<file path="src/rtl/spq_pkg.sv">
package spq_pkg;

	localparam int unsigned CAPACITY_DEF = 16;
	localparam int unsigned VALUE_W      = 32;
	localparam int unsigned PRIO_W       = 8;
	localparam int unsigned COUNT_OUT_W  = 5;

	localparam logic MODE_INSERT = 1'b0;
	localparam logic MODE_REMOVE = 1'b1;

	typedef struct packed {
		logic signed [VALUE_W-1:0] value;
		logic [PRIO_W-1:0]         prio;
	} entry_t;

	// Broadcast to every cell of the chain for the request being applied.
	typedef struct packed {
		logic   ins;
		logic   rem;
		entry_t item;
	} cell_ctrl_t;

endpackage

</file>
<file path="src/rtl/spq_req_if.sv">
interface spq_req_if import spq_pkg::*; ();

	logic                      valid;
	logic                      ready;
	logic                      mode;
	logic signed [VALUE_W-1:0] entry_value;
	logic [PRIO_W-1:0]         entry_priority;

	modport source (output valid, output mode, output entry_value, output entry_priority,
		input ready);
	modport sink (input valid, input mode, input entry_value, input entry_priority,
		output ready);

endinterface

</file>
<file path="src/rtl/spq_rsp_if.sv">
interface spq_rsp_if import spq_pkg::*; ();

	logic                      valid;
	logic                      ready;
	logic signed [VALUE_W-1:0] head_value;
	logic [PRIO_W-1:0]         head_priority;
	logic                      is_empty;
	logic [COUNT_OUT_W-1:0]    entry_count;
	logic                      overflow;

	modport source (output valid, output head_value, output head_priority, output is_empty,
		output entry_count, output overflow, input ready);
	modport sink (input valid, input head_value, input head_priority, input is_empty,
		input entry_count, input overflow, output ready);

endinterface

</file>
<file path="src/rtl/spq_cell.sv">
// One slot of the ordered chain. It either holds, takes the new entry,
// takes its left neighbour's entry (insert) or its right neighbour's (remove).
module spq_cell import spq_pkg::*; (
	input  logic       clk,
	input  cell_ctrl_t ctrl,
	input  logic       occupied,
	input  logic       left_new_ahead,
	input  entry_t     left_entry,
	input  entry_t     right_entry,
	output logic       new_ahead,
	output entry_t     entry,
	output entry_t     entry_next
);

	entry_t entry_q;

	// The new entry belongs in front of this slot when the slot is free or
	// holds a strictly lower priority, which keeps equal priorities in order.
	assign new_ahead = !occupied || (entry_q.prio < ctrl.item.prio);
	assign entry     = entry_q;

	always_comb begin
		priority if (ctrl.ins && left_new_ahead) begin
			entry_next = left_entry;
		end else if (ctrl.ins && new_ahead) begin
			entry_next = ctrl.item;
		end else if (ctrl.rem) begin
			entry_next = right_entry;
		end else begin
			entry_next = entry_q;
		end
	end

	always_ff @(posedge clk) begin
		entry_q <= entry_next;
	end

endmodule

</file>
<file path="src/rtl/stable_priority_queue.sv">
// Channel | Dir | Payload                                                  | Handshake
// req     | in  | mode, entry_value, entry_priority                        | valid/ready
// rsp     | out | head_value, head_priority, is_empty, entry_count, overflow | valid/ready
//
// Every cell compares its priority with the new entry and shifts in the same cycle
// as the request is accepted, so the rate is set by that chain step.
// A result is registered in the cycle after its request and stays in the result register
// until taken; a new request is accepted in the same cycle as the result is taken.
// Reset clears only the entry count and the result flag; there is no clearing pass.
// While rsp stalls with a result waiting, req is held off.
module stable_priority_queue import spq_pkg::*; #(
	parameter int unsigned CAPACITY = CAPACITY_DEF
) (
	input  logic       clk,
	input  logic       arst_n,
	spq_req_if.sink    req,
	spq_rsp_if.source  rsp
);

	localparam int unsigned CNT_W = $clog2(CAPACITY + 1);

	// Chain state. The slots below the count are occupied; the rest hold
	// whatever was last shifted into them and are never shown.
	logic [CNT_W-1:0] count_q;
	logic [CNT_W-1:0] count_next;

	entry_t     cell_entry [CAPACITY];
	entry_t     cell_next  [CAPACITY];
	logic       cell_new_ahead [CAPACITY];
	logic       occupied [CAPACITY];
	cell_ctrl_t ctrl;

	logic accept;
	logic is_ins;
	logic full;
	logic drop;

	// The result register parts the two channels.
	logic                      rsp_valid_q;
	logic signed [VALUE_W-1:0] rsp_value_q;
	logic [PRIO_W-1:0]         rsp_prio_q;
	logic                      rsp_empty_q;
	logic [COUNT_OUT_W-1:0]    rsp_count_q;
	logic                      rsp_ovf_q;
	logic [CNT_W+COUNT_OUT_W-1:0] count_wide;

	assign req.ready = !rsp_valid_q || rsp.ready;
	assign accept    = req.valid && req.ready;
	assign is_ins    = (req.mode == MODE_INSERT);
	assign full      = (count_q == CNT_W'(CAPACITY));
	assign drop      = is_ins && full;

	// A remove on an empty queue and an insert into a full one both leave
	// the chain untouched.
	assign ctrl.ins        = accept && is_ins && !full;
	assign ctrl.rem        = accept && (req.mode == MODE_REMOVE) && (count_q != '0);
	assign ctrl.item.value = req.entry_value;
	assign ctrl.item.prio  = req.entry_priority;

	always_comb begin
		priority if (ctrl.ins) begin
			count_next = count_q + CNT_W'(1);
		end else if (ctrl.rem) begin
			count_next = count_q - CNT_W'(1);
		end else begin
			count_next = count_q;
		end
	end

	for (genvar i = 0; i < CAPACITY; i++) begin : g_cell
		logic   left_new_ahead;
		entry_t left_entry;
		entry_t right_entry;

		assign occupied[i] = (CNT_W'(i) < count_q);

		if (i == 0) begin : g_first
			assign left_new_ahead = 1'b0;
			assign left_entry     = ctrl.item;
		end else begin : g_mid
			assign left_new_ahead = cell_new_ahead[i-1];
			assign left_entry     = cell_entry[i-1];
		end

		if (i == CAPACITY - 1) begin : g_last
			assign right_entry = '0;
		end else begin : g_inner
			assign right_entry = cell_entry[i+1];
		end

		spq_cell u_cell (
			.clk            (clk),
			.ctrl           (ctrl),
			.occupied       (occupied[i]),
			.left_new_ahead (left_new_ahead),
			.left_entry     (left_entry),
			.right_entry    (right_entry),
			.new_ahead      (cell_new_ahead[i]),
			.entry          (cell_entry[i]),
			.entry_next     (cell_next[i])
		);
	end

	always_ff @(posedge clk or negedge arst_n) begin
		if (!arst_n) begin
			count_q     <= '0;
			rsp_valid_q <= 1'b0;
		end else begin
			count_q <= count_next;
			if (accept) begin
				rsp_valid_q <= 1'b1;
			end else if (rsp.ready) begin
				rsp_valid_q <= 1'b0;
			end
		end
	end

	// The reported count is the low bits of the true count.
	assign count_wide = {{COUNT_OUT_W{1'b0}}, count_next};

	// The head shown is the value slot zero takes at this edge; an empty
	// queue reports zeros.
	always_ff @(posedge clk) begin
		if (accept) begin
			rsp_empty_q <= (count_next == '0);
			rsp_count_q <= count_wide[COUNT_OUT_W-1:0];
			rsp_ovf_q   <= drop;
			if (count_next == '0) begin
				rsp_value_q <= '0;
				rsp_prio_q  <= '0;
			end else begin
				rsp_value_q <= cell_next[0].value;
				rsp_prio_q  <= cell_next[0].prio;
			end
		end
	end

	assign rsp.valid         = rsp_valid_q;
	assign rsp.head_value    = rsp_value_q;
	assign rsp.head_priority = rsp_prio_q;
	assign rsp.is_empty      = rsp_empty_q;
	assign rsp.entry_count   = rsp_count_q;
	assign rsp.overflow      = rsp_ovf_q;

`ifndef SYNTH
	a_count_bound: assert property (@(posedge clk) disable iff (!arst_n)
		count_q <= CNT_W'(CAPACITY))
		else $error("entry count beyond capacity");

	a_ovf_when_full: assert property (@(posedge clk) disable iff (!arst_n)
		accept && drop |=> rsp_ovf_q && (count_q == CNT_W'(CAPACITY)))
		else $error("dropped insert not flagged or count changed");

	a_empty_zero: assert property (@(posedge clk) disable iff (!arst_n)
		rsp_valid_q && rsp_empty_q |-> (rsp_value_q == '0) && (rsp_prio_q == '0))
		else $error("empty result with nonzero head");

	a_result_follows: assert property (@(posedge clk) disable iff (!arst_n)
		accept |=> rsp_valid_q)
		else $error("accepted request produced no result");
`endif

endmodule
</file>
<file path="src/flat_wrapper.sv">
// flat-port wrapper written by rule: the top's interface ports become plain ports
module stable_priority_queue_flat import spq_pkg::*;
#(
	parameter int unsigned CAPACITY = CAPACITY_DEF
)
  (clk, arst_n, req_valid, req_mode, req_entry_value, req_entry_priority, req_ready, rsp_valid, rsp_head_value, rsp_head_priority, rsp_is_empty, rsp_entry_count, rsp_overflow, rsp_ready);
  spq_req_if req_i ();
  spq_rsp_if rsp_i ();
  input  logic clk;
  input  logic arst_n;
  input wire logic [$bits(req_i.valid)-1:0] req_valid;
  input wire logic [$bits(req_i.mode)-1:0] req_mode;
  input wire logic [$bits(req_i.entry_value)-1:0] req_entry_value;
  input wire logic [$bits(req_i.entry_priority)-1:0] req_entry_priority;
  output wire logic [$bits(req_i.ready)-1:0] req_ready;
  output wire logic [$bits(rsp_i.valid)-1:0] rsp_valid;
  output wire logic [$bits(rsp_i.head_value)-1:0] rsp_head_value;
  output wire logic [$bits(rsp_i.head_priority)-1:0] rsp_head_priority;
  output wire logic [$bits(rsp_i.is_empty)-1:0] rsp_is_empty;
  output wire logic [$bits(rsp_i.entry_count)-1:0] rsp_entry_count;
  output wire logic [$bits(rsp_i.overflow)-1:0] rsp_overflow;
  input wire logic [$bits(rsp_i.ready)-1:0] rsp_ready;
  assign req_i.valid = req_valid;
  assign req_i.mode = req_mode;
  assign req_i.entry_value = req_entry_value;
  assign req_i.entry_priority = req_entry_priority;
  assign req_ready = req_i.ready;
  assign rsp_valid = rsp_i.valid;
  assign rsp_head_value = rsp_i.head_value;
  assign rsp_head_priority = rsp_i.head_priority;
  assign rsp_is_empty = rsp_i.is_empty;
  assign rsp_entry_count = rsp_i.entry_count;
  assign rsp_overflow = rsp_i.overflow;
  assign rsp_i.ready = rsp_ready;
  stable_priority_queue #(.CAPACITY(CAPACITY)) u_core (.clk(clk), .arst_n(arst_n), .req(req_i), .rsp(rsp_i));
endmodule
</file>
<file path="config.mk">
export PLATFORM = sky130hd
export DESIGN_NAME = stable_priority_queue_flat
export DESIGN_NICKNAME = d
export VERILOG_FILES = /design/src/rtl/spq_pkg.sv /design/src/rtl/spq_req_if.sv /design/src/rtl/spq_rsp_if.sv /design/src/rtl/spq_cell.sv /design/src/rtl/stable_priority_queue.sv /design/src/flat_wrapper.sv
export SDC_FILE = /design/constraint.sdc
export NUM_CORES = 2
export LEC_CHECK = 0
export ABC_AREA = 0
export ABC_CLOCK_PERIOD_IN_PS = 5300
export BUFFER_PORTS_ARGS = -buffer_cell sky130_fd_sc_hd__buf_4
export CAP_MARGIN = 10
export CELL_PAD_IN_SITES_DETAIL_PLACEMENT = 1
export CELL_PAD_IN_SITES_GLOBAL_PLACEMENT = 2
export CORE_AREA = 2 2 295 297
export CTS_CLUSTER_DIAMETER = 150
export DETAILED_ROUTE_END_ITERATION = 8
export DIE_AREA = 0 0 297 299
export PLACE_DENSITY = 0.83
export SYNTH_ARGS = -nofsm -noshare
export SYNTH_HDL_FRONTEND = slang
export SYNTH_SLANG_ARGS = --single-unit
</file>
<file path="constraint.sdc">
create_clock -name clk -period 5.3 [get_ports clk]
set_input_delay 0.265 -clock clk [delete_from_list [all_inputs] [get_ports clk]]
set_output_delay 0.265 -clock clk [all_outputs]
set_load 0.05 [all_outputs]
</file>
# [Word-level counts from Yosys, hierarchy flattened]
# Index checks and enable logic that the tools add are counted.
# Widths: inputs -> output; s select.
[word_totals] ff_bits=693 elab_cells=201 latch_bits=0 n_memories=0 ram_bits=0 output_inout_bits=49 romBits=0
[op_classes] muxes=51 n_mul=0 n_shift=0 div_mod_pow=0 magnitude_cmp=32 add_sub_neg=2 n_bitwise=1 n_eq_ne=1 reduce_logical=75
[op_table] cell="$mux 40" n=47
[op_table] cell="$lt 8x8->1" n=16
[op_table] cell="$reduce_bool 3->1" n=15
[op_table] cell="$lt 4x5->1 const A" n=8
[op_table] cell="$logic_and 1x1->1" n=22
[op_table] cell="$lt 3x5->1 const A" n=4
[op_table] cell="$logic_not 1->1" n=18
[op_table] cell="$logic_or 1x1->1" n=17
[op_table] cell="$lt 1x5->1 const A" n=2
[op_table] cell="$lt 2x5->1 const A" n=2
[op_table] cell="$mux 5" n=2
[op_table] cell="$add 5x1->5 const B" n=1
[op_table] cell="$eq 5x5->1 const B" n=1
[op_table] cell="$logic_not 5->1" n=1
[op_table] cell="$reduce_bool 5->1" n=1
[op_table] cell="$sub 5x1->5 const B" n=1
[op_table] cell="$mux 1" n=2
[op_table] cell="$reduce_bool 2->1" n=1
[op_table] cell="$not 1->1" n=1

# [Depth between registers and ports, before layout]
[logic_depth] ltp_word=8 mapped_depth=13

# [Modules after synthesis]
# A second synthesis with hierarchy kept.
[hier_totals] hier_cells=3539 area_unflattened_um2=35616.7
[by_module_without_submodules] mod="spq_cell" seq_area_each_um2=800.8 area_per_inst_um2=2064.5 cells_per_inst=209 n_inst=16
[by_module_without_submodules] mod="stable_priority_queue" seq_area_each_um2=1561.5 area_per_inst_um2=2585.0 cells_per_inst=195 n_inst=1

# [Worst setup path after synthesis]
# OpenSTA, ideal clock, no wires.
[synth_path] kind="reg-to-reg" from="register u_core.rsp_valid_q (netlist: u_core.rsp.valid)" to="register u_core.g_cell[10].u_cell.entry_q (netlist bit u_core.g_cell[10].u_cell.entry[0]), enable pin" required_time_ps=4896 setup_ps=404 setup_slack_ps=1007 path_stages_with_launch=7 arrival_time_ps=3889 path_cell_list="dfrtp_1 > nand2b_1 > nand2_1 > inv_1 > nand3_1 > clkbuf_1 > nand3_1"
[synth_between] elab_chain_cells=7 word_cells_on_any_way=10 cone_classes="reduce/logical: 10"
[synth_lines] element="start: declaration" line_no="stable_priority_queue.sv:39" text="logic rsp_valid_q;"
[synth_lines] element="start signal: assignment" line_no="stable_priority_queue.sv:107" text="rsp_valid_q <= 1'b0;"
[synth_lines] element="start signal: assignment" line_no="stable_priority_queue.sv:111" text="rsp_valid_q <= 1'b1;"
[synth_lines] element="start signal: assignment" line_no="stable_priority_queue.sv:113" text="rsp_valid_q <= 1'b0;"
[synth_lines] element="$logic_not 1->1 *" line_no="stable_priority_queue.sv:47" text="assign req.ready = !rsp_valid_q || rsp.ready;"
[synth_lines] element="$logic_or 1x1->1 *" line_no="stable_priority_queue.sv:47"
[synth_lines] element="via req_ready" line_no="flat_wrapper.sv:15" text="output wire logic [$bits(req_i.ready)-1:0] req_ready;"
[synth_lines] element="$logic_and 1x1->1 *" line_no="stable_priority_queue.sv:48" text="assign accept = req.valid && req.ready;"
[synth_lines] element="via u_core.accept" line_no="stable_priority_queue.sv:33" text="logic accept;"
[synth_lines] element="$logic_and 1x1->1 (2 in a row)" line_no="stable_priority_queue.sv:55" text="assign ctrl.ins = accept && is_ins && !full;"
[synth_lines] element="$logic_and 1x1->1, on equally long branches" line_no="spq_cell.sv:23, spq_cell.sv:25"
[synth_lines] element="$reduce_bool 3->1 (no source line) *"
[synth_lines] element="end signal: assignment" line_no="spq_cell.sv:35" text="entry_q <= entry_next;"
[synth_lines] element="end: declaration" line_no="spq_cell.sv:15" text="entry_t entry_q;"
# Mark *: on every way through the listed nets, which the timed path passes. The rest lies on a longest branch.
# A chain may end at the register's enable or synchronous reset.

# [Worst setup path in the final report]
[layout_path] from="register u_core.count_q[1]" to="register u_core.g_cell[11].u_cell.entry_q (netlist bit u_core.g_cell[11].u_cell.entry[14]), enable pin"
[layout_between] elab_chain_cells=5 word_cells_on_any_way=14 cone_classes="order compare: 2; eq/ne: 1; reduce/logical: 11"
[layout_lines] element="start: declaration" line_no="stable_priority_queue.sv:24" text="logic [CNT_W-1:0] count_q;"
[layout_lines] element="start signal: assignment" line_no="stable_priority_queue.sv:109" text="count_q <= count_next;"
[layout_lines] element="$lt 4x5->1 / $eq 5x5->1 (equally long branches)" line_no="stable_priority_queue.sv:75, stable_priority_queue.sv:50"
[layout_lines] element="$logic_not 1->1, on equally long branches" line_no="spq_cell.sv:19, stable_priority_queue.sv:55"
[layout_lines] element="$logic_or 1x1->1 / $logic_and 1x1->1 (equally long branches)" line_no="spq_cell.sv:19, stable_priority_queue.sv:55"
[layout_lines] element="$logic_and 1x1->1, on equally long branches" line_no="spq_cell.sv:25, spq_cell.sv:23"
[layout_lines] element="$reduce_bool 3->1 (no source line) *"
[layout_lines] element="end signal: assignment" line_no="spq_cell.sv:35"
[layout_lines] element="end: declaration" line_no="spq_cell.sv:15"
# Every way passes the cells marked *; elsewhere a longest branch is shown, timed or not.

==> metrics.txt <==
largest family of logic cells by synthesized area multiplexers; Synth top cells by count edfxtp_1 (647), nor2_1 (512), mux2i_1 (440); Tot GR Track Use 24.7%; Die Area 88800 um2; min-delay worst type in -> reg; Switch Pwr 7.71 mW; relative slew slack 30.8%; buffers inserted by post-CTS timing repair 0; crit path kind reg -> reg; Yosys top cell by area edfxtp_1; Syn Area/Cell 11.4 um2; Flop pwr share 42.8%; Final period util 82.2%; first-pass GRT wire length 172000 um; Sw Share 35.1%; post-synth net total 3435; IO Pins 94; post-route insts no fill 4467; vias per cell 5.99; DR WL/cell 25.1 um; CTS root buffer clkbuf_16; vias in the first global route 28100; VDD IR max 287 uV; Sink Count 693; crit-path max FO 62; Starting Density 43.4%; die extent in x 297 um; CTS Hold Bufs 4; Placed Cells 4314; Synth Warn # 0; DR iter-0 viols 2168; top cells by area, synth edfxtp_1 (52%), mux2i_1 (12%), a21oi_1 (5.4%); Post-Synth XOR/XNOR Area 0.0704%; Worst EP required 5670 ps; I/O Buffers 93; CTS buffer count 82; Die Height 299 um; Post-Synth Adder-Cell Area 3.89%; largest net degree at the start of global routing 114; Clock power frac 25.9%; sequential share of the synthesized area 54.6%; multiplexer share of the synthesized area 16.6%; Routability Congestion 0.830; number of antenna violations at the first check in global routing 1; fillers 9093; DRC 0; via count 26800; CTS tree built; Setup Skew 20.5 ps; count of final hold-check violations 0; Pleak 17.0 nW; CP arrival 4720 ps; complex-gate fraction of the synthesized area 12.7%; Synth Register Bits 693; Main synth FF type edfxtp_1; Power Density 525 nW/um2; top cell type's share of synthesized area 52.0%; number of max-cap violations 0; P&R area growth vs syn 12.2%; internal power 14.3 mW; Mapped Cells 3274; gr ovfl total 0; share of cells above drive strength 1 15.6%; Core ar. 85900 um2; RSZ-0062 raised after global routing no; Worst Tran Pin Value 1040 ps; 1st-pass router iterations 5; # setup viols final 0; FMAX 0.230 GHz; CTS clk-pin slew, worst paths 60 ps; startpoint class of the critical path flop; most frequent cell after synthesis edfxtp_1; Setup TNS 0 ps; Synth cell types 60; cts repair resizes 0; clock buffer depth 3; final critical-path required period 4360 ps; simple-gate share of the synthesized area 8.55%; Worst setup EP type flop; Cell Area, Synth 37300 um2; antenna viol nets, final 0; htree depth 3; ys async rst share 0.866%; Clock Latency Late Sink 640 ps; status finished, final reports clean; Pins Over Slew Limit 0; DP Wirelength 70500 um; number of synthesized flops with an enable pin 647; Net count, final 3408; FP Rows 108; Inserted Diodes 0; Logic pwr share 31.2%; final wirelength 112000 um
[critical path: stages (launching register included)]
cell and delay (ps):
dfrtp_1 380, buf_4 180, inv_1 130, ha_1 240, nand4bb_1 290, and4_4 610
o31ai_4 190, buf_4 710, nand3_2 860, buf_12 460
[cell families after synthesis]
family	count (synthesis)
and+or+nand+nor	784
AOI/OAI and AO/OA	774
DFF	693
muxes	600
buffers and inverters	304
adders and majority gates	116
xor gates and xnor gates	3
[through the flow]
| stage | util [%] | area, um2 | hold slack, ps | setup slack (ps) | power [mW] |
|---|---|---|---|---|---|
| final | 48.7 | 41900 | 95.0 | 944 | 22.0 |
| after global routing | 48.7 | 41900 | 88.5 | 728 | 23.0 |
| after CTS | 48.7 | 41900 | 50.8 | 975 | 22.1 |
| after detailed placement | 45.6 | 39200 | 83.8 | 984 | 16.3 |
| after global placement | 45.6 | 39200 | 84.6 | 1100 | 15.9 |
| after floorplan | - | 37300 | -30.6 | 1010 | 13.8 |
[placed cells by master, fill, tap and decap left out, types with 82 or more instances in the layout]
cell,n
nand2_1,158
ha_1,116
buf_4,165
clkbuf_16,84
nor2_1,510
mux2_2,160
a21oi_1,406
mux2i_1,440
edfxtp_1,647
a31oi_1,82
[final cells by class]
type                       count  area [um2]  area share (%)
timing repair buffer         179        1480            3.53
clock inverter                32         378           0.902
sequential                   693       20400            48.7
tap                         1155        1450            3.45
inverter                      14        52.6           0.125
multi-input combinational   2277       15900            37.9
clock buffer                 117        2290            5.46
[routing by layer]
metal	vias to the layer above	share of wire, %	GRT usage, %	wire [um]
met5	-	0	0	0
met4	0	2.6	7.24	2860
met3	155	4.8	2.97	5390
met2	684	47	41.0	53200
met1	13800	45	34.2	50600
li1	12200	-	-	-
[state kept, by name, summed over array words and instances (netlist names)]
signal / flops
u_core.rsp.is_empty: 1
u_core.rsp.overflow: 1
u_core.rsp.entry_count: 5
u_core.g_cell.u_cell.entry: 640
u_core.rsp.valid: 1
u_core.count_q: 5
u_core.rsp.head_value: 32
u_core.rsp.head_priority: 8
[power groups by stage]
| stage | sequential (mW) | combinational [mW] | clock (mW) |
|---|---|---|---|
| 2_1_floorplan | 9.43 | 4.38 | 0 |
| 3_3_place_gp | 9.38 | 6.53 | 0 |
| 3_5_place_dp | 9.47 | 6.83 | 0 |
| 4_1_cts | 9.39 | 6.87 | 5.80 |
| 5_1_grt | 9.58 | 7.45 | 6.00 |
| 6_report | 9.41 | 6.87 | 5.70 |
[worst paths after layout]
path	from	to	slack, ps	cells past startpoint
max	u_core.count_q[1]$_DFF_PN0_	u_core.g_cell[11].u_cell.entry[14]$_DFFE_PP_	940	9
min	req_entry_value[30]	u_core.g_cell[15].u_cell.entry[38]$_DFFE_PP_	100	2
max reg2reg	u_core.count_q[1]$_DFF_PN0_	u_core.g_cell[11].u_cell.entry[14]$_DFFE_PP_	940	9
min reg2reg	u_core.g_cell[0].u_cell.entry[22]$_DFF_P_	u_core.g_cell[1].u_cell.entry[22]$_DFFE_PP_	560	1
max in group asynchronous	arst_n	u_core.count_q[0]$_DFF_PN0_	4410	3
min in group asynchronous	arst_n	u_core.count_q[2]$_DFF_PN0_	610	3
Note: power is estimated with default switching activity, not from simulation.
